===== src/design/ipt_pkg.sv =====
package ipt_pkg;

    localparam int FRAME_COUNT_DEF = 64;
    localparam int OFFSET_BITS_DEF = 8;

    localparam int ADDR_W = 16;
    localparam int PAGE_W = 8;
    localparam int PA_W   = 14;
    localparam int CNT_W  = 32;

    localparam logic [CNT_W-1:0] CNT_MAX = '1;

    typedef logic [ADDR_W-1:0] t_addr;
    typedef logic [PAGE_W-1:0] t_page;
    typedef logic [PA_W-1:0]   t_paddr;
    typedef logic [CNT_W-1:0]  t_count;

    // broadcast from the sequencer to every table cell
    typedef struct packed {
        logic  update;   // lookup missed: victim cell takes the page, token moves on
        t_page page;     // page under lookup
    } t_cell_cmd;

endpackage


===== src/design/ipt_cell.sv =====
module ipt_cell #(
    parameter logic TOKEN_AT_RESET = 1'b0
) (
    input  logic              i_clk,
    input  logic              i_rst_n,
    input  ipt_pkg::t_cell_cmd i_cmd,
    input  logic              i_token,
    output logic              o_token,
    output logic              o_match
);
    import ipt_pkg::*;

    logic  r_valid;
    t_page r_tag;
    logic  r_token;

    assign o_match = r_valid && (r_tag == i_cmd.page);
    assign o_token = r_token;

    always_ff @(posedge i_clk) begin
        if (!i_rst_n) begin
            r_valid <= 1'b0;
            r_token <= TOKEN_AT_RESET;
        end else if (i_cmd.update) begin
            if (r_token) begin
                r_valid <= 1'b1;
            end
            // pass the victim token one cell along the ring
            r_token <= i_token;
        end
    end

    always_ff @(posedge i_clk) begin
        if (i_cmd.update && r_token) begin
            r_tag <= i_cmd.page;
        end
    end

endmodule


===== src/design/ipt_encoder.sv =====
module ipt_encoder #(
    parameter int FRAME_COUNT = ipt_pkg::FRAME_COUNT_DEF
) (
    input  logic [FRAME_COUNT-1:0]         i_vec,
    output logic                           o_any,
    output logic [$clog2(FRAME_COUNT)-1:0] o_index
);
    import ipt_pkg::*;

    localparam int FRAME_BITS = $clog2(FRAME_COUNT);

    // at most one bit is set, so OR-ing the indexes of set bits encodes it
    always_comb begin
        o_index = '0;
        for (int i = 0; i < FRAME_COUNT; i++) begin
            if (i_vec[i]) begin
                o_index = o_index | FRAME_BITS'(i);
            end
        end
    end

    assign o_any = |i_vec;

endmodule


===== src/design/inverted_page_table_fifo_unit.sv =====
// Inverted page table with FIFO frame replacement.
// o_done is registered: the accepting edge moves the sequencer into lookup, and the
// lookup state then sets the done register, which drives o_done.
// A new item is accepted only while idle; busy is high during the lookup.
// Reset (i_rst_n low, synchronous): every table entry invalid, victim at frame 0,
// both counters zero. Results are shown for one cycle; the receiver cannot stall.
module inverted_page_table_fifo_unit #(
    parameter int FRAME_COUNT = ipt_pkg::FRAME_COUNT_DEF,
    parameter int OFFSET_BITS = ipt_pkg::OFFSET_BITS_DEF
) (
    input  logic            i_clk,
    input  logic            i_rst_n,
    input  logic            start,
    output logic            busy,
    input  ipt_pkg::t_addr  i_logical_address,
    output logic            o_done,
    output ipt_pkg::t_paddr o_phys_addr,
    output logic            o_page_fault,
    output ipt_pkg::t_count o_reference_count,
    output ipt_pkg::t_count o_fault_count
);
    import ipt_pkg::*;

    localparam int FRAME_BITS = $clog2(FRAME_COUNT);

    // lookup sequencer: idle -> lookup -> idle
    typedef enum logic [1:0] {
        S_IDLE   = 2'b01,
        S_LOOKUP = 2'b10
    } t_state;

    t_state r_state, n_state;

    // captured item
    t_page                  r_page;
    logic [OFFSET_BITS-1:0] r_offset;

    // running counts
    t_count r_ref_cnt, n_ref_cnt;
    t_count r_flt_cnt, n_flt_cnt;

    // result registers
    logic   r_done;
    t_paddr r_paddr, n_paddr;
    logic   r_fault;

    // cell row
    t_cell_cmd               cell_cmd;
    logic [FRAME_COUNT-1:0]  match_vec;
    logic [FRAME_COUNT-1:0]  token_vec;
    logic                    hit;
    logic [FRAME_BITS-1:0]   hit_frame;
    logic [FRAME_BITS-1:0]   victim_frame;
    logic                    victim_any;
    logic [FRAME_BITS-1:0]   frame;
    logic                    accept;
    logic                    lookup;
    logic [31:0]             paddr_wide;

    assign accept = start && (r_state == S_IDLE);
    assign lookup = (r_state == S_LOOKUP);
    assign busy   = (r_state != S_IDLE);

    // the page is the byte above the offset; a 16-bit offset leaves page zero
    t_page n_page;
    assign n_page = PAGE_W'({{PAGE_W{1'b0}}, i_logical_address} >> OFFSET_BITS);

    // broadcast the page; on a miss the token holder takes it
    assign cell_cmd.page   = r_page;
    assign cell_cmd.update = lookup && !hit;

    // ring of table cells, one per frame; the victim token rides the ring
    for (genvar g = 0; g < FRAME_COUNT; g++) begin : g_cell
        ipt_cell #(
            .TOKEN_AT_RESET((g == 0) ? 1'b1 : 1'b0)
        ) u_cell (
            .i_clk   (i_clk),
            .i_rst_n (i_rst_n),
            .i_cmd   (cell_cmd),
            .i_token (token_vec[(g + FRAME_COUNT - 1) % FRAME_COUNT]),
            .o_token (token_vec[g]),
            .o_match (match_vec[g])
        );
    end

    // resident pages are unique, so at most one cell matches
    ipt_encoder #(
        .FRAME_COUNT(FRAME_COUNT)
    ) u_hit_enc (
        .i_vec   (match_vec),
        .o_any   (hit),
        .o_index (hit_frame)
    );

    ipt_encoder #(
        .FRAME_COUNT(FRAME_COUNT)
    ) u_victim_enc (
        .i_vec   (token_vec),
        .o_any   (victim_any),
        .o_index (victim_frame)
    );

    assign frame = hit ? hit_frame : victim_frame;

    // frame above offset, truncated to the physical address width
    assign paddr_wide = (32'(frame) << OFFSET_BITS) | 32'(r_offset);
    assign n_paddr    = paddr_wide[PA_W-1:0];

    always_comb begin
        n_ref_cnt = r_ref_cnt;
        n_flt_cnt = r_flt_cnt;
        if (lookup) begin
            // hold at all ones once saturated
            if (r_ref_cnt != CNT_MAX) begin
                n_ref_cnt = r_ref_cnt + 1'b1;
            end
            if (!hit && (r_flt_cnt != CNT_MAX)) begin
                n_flt_cnt = r_flt_cnt + 1'b1;
            end
        end
    end

    always_comb begin
        n_state = r_state;
        case (r_state)
            S_IDLE: begin
                if (start) begin
                    n_state = S_LOOKUP;
                end
            end
            S_LOOKUP: begin
                n_state = S_IDLE;
            end
            default: begin
                n_state = S_IDLE;
            end
        endcase
    end

    always_ff @(posedge i_clk) begin
        if (!i_rst_n) begin
            r_state   <= S_IDLE;
            r_ref_cnt <= '0;
            r_flt_cnt <= '0;
            r_done    <= 1'b0;
        end else begin
            r_state   <= n_state;
            r_ref_cnt <= n_ref_cnt;
            r_flt_cnt <= n_flt_cnt;
            r_done    <= lookup;
        end
    end

    // item capture and result payload
    always_ff @(posedge i_clk) begin
        if (accept) begin
            r_page   <= n_page;
            r_offset <= i_logical_address[OFFSET_BITS-1:0];
        end
        if (lookup) begin
            r_paddr <= n_paddr;
            r_fault <= !hit;
        end
    end

    assign o_done             = r_done;
    assign o_phys_addr        = r_paddr;
    assign o_page_fault       = r_fault;
    assign o_reference_count  = r_ref_cnt;
    assign o_fault_count      = r_flt_cnt;

    // exactly one cell holds the victim token
    a_token_onehot: assert property (@(posedge i_clk) disable iff (!i_rst_n)
        victim_any && $onehot(token_vec))
        else $error("victim token lost or duplicated");

    // no page is resident in two frames
    a_match_unique: assert property (@(posedge i_clk) disable iff (!i_rst_n)
        $onehot0(match_vec))
        else $error("page resident in more than one frame");

    // an accepted item yields its result once the lookup state and the done register have passed
    a_latency: assert property (@(posedge i_clk) disable iff (!i_rst_n)
        accept |=> ##1 o_done)
        else $error("result not delivered on time");

    // faults never outrun references
    a_counts: assert property (@(posedge i_clk) disable iff (!i_rst_n)
        o_done |-> (o_fault_count <= o_reference_count))
        else $error("fault count exceeds reference count");

    // a miss advances the token to the next cell
    a_token_step: assert property (@(posedge i_clk) disable iff (!i_rst_n)
        (cell_cmd.update && !token_vec[FRAME_COUNT-1]) |=>
            (victim_frame == $past(victim_frame) + 1'b1))
        else $error("victim pointer did not advance");

endmodule

===== config.mk =====
export PLATFORM = sky130hd
export DESIGN_NAME = inverted_page_table_fifo_unit
export DESIGN_NICKNAME = d
export VERILOG_FILES = /design/src/design/ipt_pkg.sv /design/src/design/ipt_cell.sv /design/src/design/ipt_encoder.sv /design/src/design/inverted_page_table_fifo_unit.sv
export SDC_FILE = /design/constraint.sdc
export NUM_CORES = 1
export LEC_CHECK = 0
export BUFFER_PORTS_ARGS = -buffer_cell sky130_fd_sc_hd__buf_2
export CORE_MARGIN = 8
export CORE_UTILIZATION = 65
export CTS_CLUSTER_DIAMETER = 80
export DETAILED_ROUTE_END_ITERATION = 16
export GPL_ROUTABILITY_DRIVEN = 0
export PLACE_DENSITY = 0.83
export SYNTH_ARGS = -nofsm -noshare
export SYNTH_HDL_FRONTEND = slang
export SYNTH_SLANG_ARGS = --single-unit

===== constraint.sdc =====
create_clock -name i_clk -period 8.3 [get_ports i_clk]
set_clock_uncertainty 0.15 [all_clocks]
set_input_delay 2.075 -clock i_clk [delete_from_list [all_inputs] [get_ports i_clk]]
set_output_delay 2.075 -clock i_clk [all_outputs]
set_load 0.02 [all_outputs]

==> results.cfg <==
[yosys]
ys_top_cells_by_area = edfxtp_1, dfxtp_1, xnor2_1, xor2_1, mux2i_1
async_flop_share_pct = 0
synth_flop_cell = edfxtp_1
synth_top_area_share_pct = 52.7
synth.distinct_cells = 52
synth_top_area_cell = edfxtp_1
synth.yosys.warnings = 0
ys_seq_area_share_pct = 65.3
syn_avg_cell_area_sq_um = 13.3
netlist_area_sq_um = 31000
syn-num-nets = 2346
synthCells = 2325
synth.ff_latch_count = 738
synth-edff-count = 543

[power_and_ir_drop]
p_total_mw = 7.48
seqPwrFrac_pct = 53.2
peakVddDrop_mv = 0.196
p_int_mw = 5.92
power.clock.fraction_pct = 42.3
p_comb_share_pct = 4.5
leakagePower_nw = 11.5
cellPowerDensity_nw_per_um2 = 218
power.share.switching_pct = 20.9
p_switching_mw = 1.56

[grt]
antenna_found_initial = 1
globalRouteTotalUtil_pct = 24.9
grt_max_degree = 146
gr-total-overflow = 0
grt_pass1_vias = 19137
grt_pass1_wl_um = 107000

[worst_setup_path]
path_cells = buf_4, xnor2_1, nand3_1, nor3_1, or4_1, or4_1, nor4_4, nand4_4, buf_12, nor2_1
worstPathArrival_ps = 5610
reg2reg_from = r_page[6]
startpoint = r_page[6]
critPathLaunchType = flip-flop
r2r_slack_ps = 2760
setup.worst_path.end = g_cell[12].u_cell.r_tag[2]
crit_type = reg -> reg
endpoint_kind = flip-flop
crit_top_cell = or4_1
cpPeakStageDelay_ps = 920
cp_max_fo = 145
regToRegEndpoint = g_cell[12].u_cell.r_tag[2]
slowest_stage = edfxtp_1
rr_worst_depth = 10
crit_required_ps = 8370

[floorplan]
fp-row-count = 80
io_pins = 100
initial_core_util_pct = 65.4
coreArea_sq_um = 47300
die_width_um = 234
die_y_um = 234
dieArea_sq_um = 54900

[place]
pre_cts_ws_ps = 2920
port_buffers = 99
placed_area_sq_um = 32000
place_hpwl_um = 40900
dpl.cell_count = 2971

[timing]
fmax_mhz = 180
finalMaxSlewViolations = 0
relSlewSlack_pct = 22.8
fin_tns_setup_ps = 0
holdWs_ps = 267
final-setup-viol-count = 0
worstMarginPinSlew_ps = 1160
period_needed_ps = 5540
min_period_over_period_pct = 66.8
rsz0062_at_grt = no
fin_ws_ps = 2760
hold_viol_final = 0

[final_layout]
layout-drive-gt1-share_pct = 10.1
area_growth_pct = 10.6
instances_no_fill = 3102
post-route-cell-area_sq_um = 34200
nets = 2450
final_cell_mix = edfxtp_1, xnor2_1, dfxtp_1, nor2_1, xor2_1
final_common_cell = edfxtp_1
utilization_pct = 72.3

[route]
wire_per_inst_um = 21.6
dr_wl_met2_um = 32700
drc = 0
drt-vias-per-instance = 6.00
highest_layer = met4
postRouteAntennaNets = 0
drt_iter0_markers = 1590
wl_met1_um = 27300
vias = 18611
first_pass_iters = 5
routed_wirelength_um = 67100
dr_wl_met3_um = 4880

[clock_network]
clk_latency_ps = 610
cts_tree = built
htreeDepth = 3
path_clk_slew_ps = 60
post_cts_buffers = 0
numCtsBuffers = 71
postCtsHoldBufs = 0
clock_sinks = 738
cts-root-buf = clkbuf_16
cts.repair.resized = 0
clockBufferDepth = 3

[outcome]
outcome = finished clean

[flow_run]
cap_violations = 0

[min_path]
holdCritPathClass = reg -> reg
[routing by layer]
layer	GRT usage, %	up-vias
met4	10.0	0
met2	41.2	741
li1	-	8476
met3	4.68	139
met1	32.2	9255
met5	0	-
[cell usage after synthesis (2+ instances only)]
master    count
nor3_1       73
xor2_1      122
o311ai_1      3
nor4_1       65
buf_2        11
o41ai_1       3
dfxtp_1     195
nand3_1      83
and4_1        7
nor4b_1       3
a31oi_1       8
nor4_2        2
a21oi_1      24
xnor2_1     413
o21a_1       65
and3_1       12
mux2i_1      79
o21ai_0      17
nand4b_1      2
buf_8         2
or2_1         2
or3_1        18
ha_1          2
buf_6        26
buf_4        27
o31ai_1       4
nand2b_1     18
nand2_1      93
and2_1        2
nand4_1      86
inv_1        77
or2_2         2
or4_1         8
clkbuf_1     38
edfxtp_1    543
nor2_1      174
[registers in the layout (all words and copies together), names as in the netlist, 2 cells and up]
name and count:
g_cell.u_cell.r_tag 512, g_cell.u_cell.r_valid 64, r_offset 8, r_state 2, r_page 8, o_phys_addr 14
o_reference_count 32, g_cell.u_cell.o_token 64, o_fault_count 32
[power by group through the flow]
stage | logic [mW] | registers, mW | clock network, mW
global placement | 0.324 | 4.06 | 0
detailed placement | 0.336 | 4.06 | 0
floorplan | 0.240 | 4.07 | 0
global route | 0.366 | 3.98 | 3.33
finish | 0.338 | 3.98 | 3.16
CTS | 0.342 | 3.98 | 3.19
[worst min-delay path by stage]
stage                           start        endpoint  cells after the start
after global placement    r_offset[1]  o_phys_addr[1]                      0
after floorplan           r_offset[0]  o_phys_addr[0]                      0
final                     r_offset[3]  o_phys_addr[3]                      0
after detailed placement  r_offset[1]  o_phys_addr[1]                      0
after global routing      r_offset[1]  o_phys_addr[1]                      0
after CTS                 r_offset[3]  o_phys_addr[3]                      0
[cells by family (layout without fill, tap and decap cells)]
| logic type | after synthesis | after routing | share of synthesized area [%] |
|---|---|---|---|
| DFF | 738 | 738 | 65.3 |
| muxes | 79 | 79 | 2.55 |
| adders and majority gates | 2 | 2 | 0.0808 |
| and+or+nand+nor | 658 | 658 | 10.8 |
| other | 0 | 1 | 0 |
| xor gates and xnor gates | 535 | 535 | 15.1 |
| buffers and inverters | 181 | 342 | 3.27 |
| AOI/OAI and AO/OA | 132 | 132 | 2.90 |
[worst max-delay path: cells and delay by family, from the launching register on]
family	cells	cell delay, ps
simple gates	7	2750
buf+inv	2	1000
flops	1	920
xor+xnor	1	150
[area by class of cell]
| class | instances | area (sq um) |
|---|---|---|
| well taps | 615 | 769 |
| multi-input cells | 1406 | 9760 |
| repair buffers | 135 | 931 |
| fillers | 2936 | 13100 |
| inverters | 77 | 290 |
| clock buffers | 105 | 2070 |
| diodes | 1 | 2.50 |
| flip-flops and latches | 738 | 20200 |
| clock inverters | 25 | 214 |
Power figures use the tool's default switching activity.
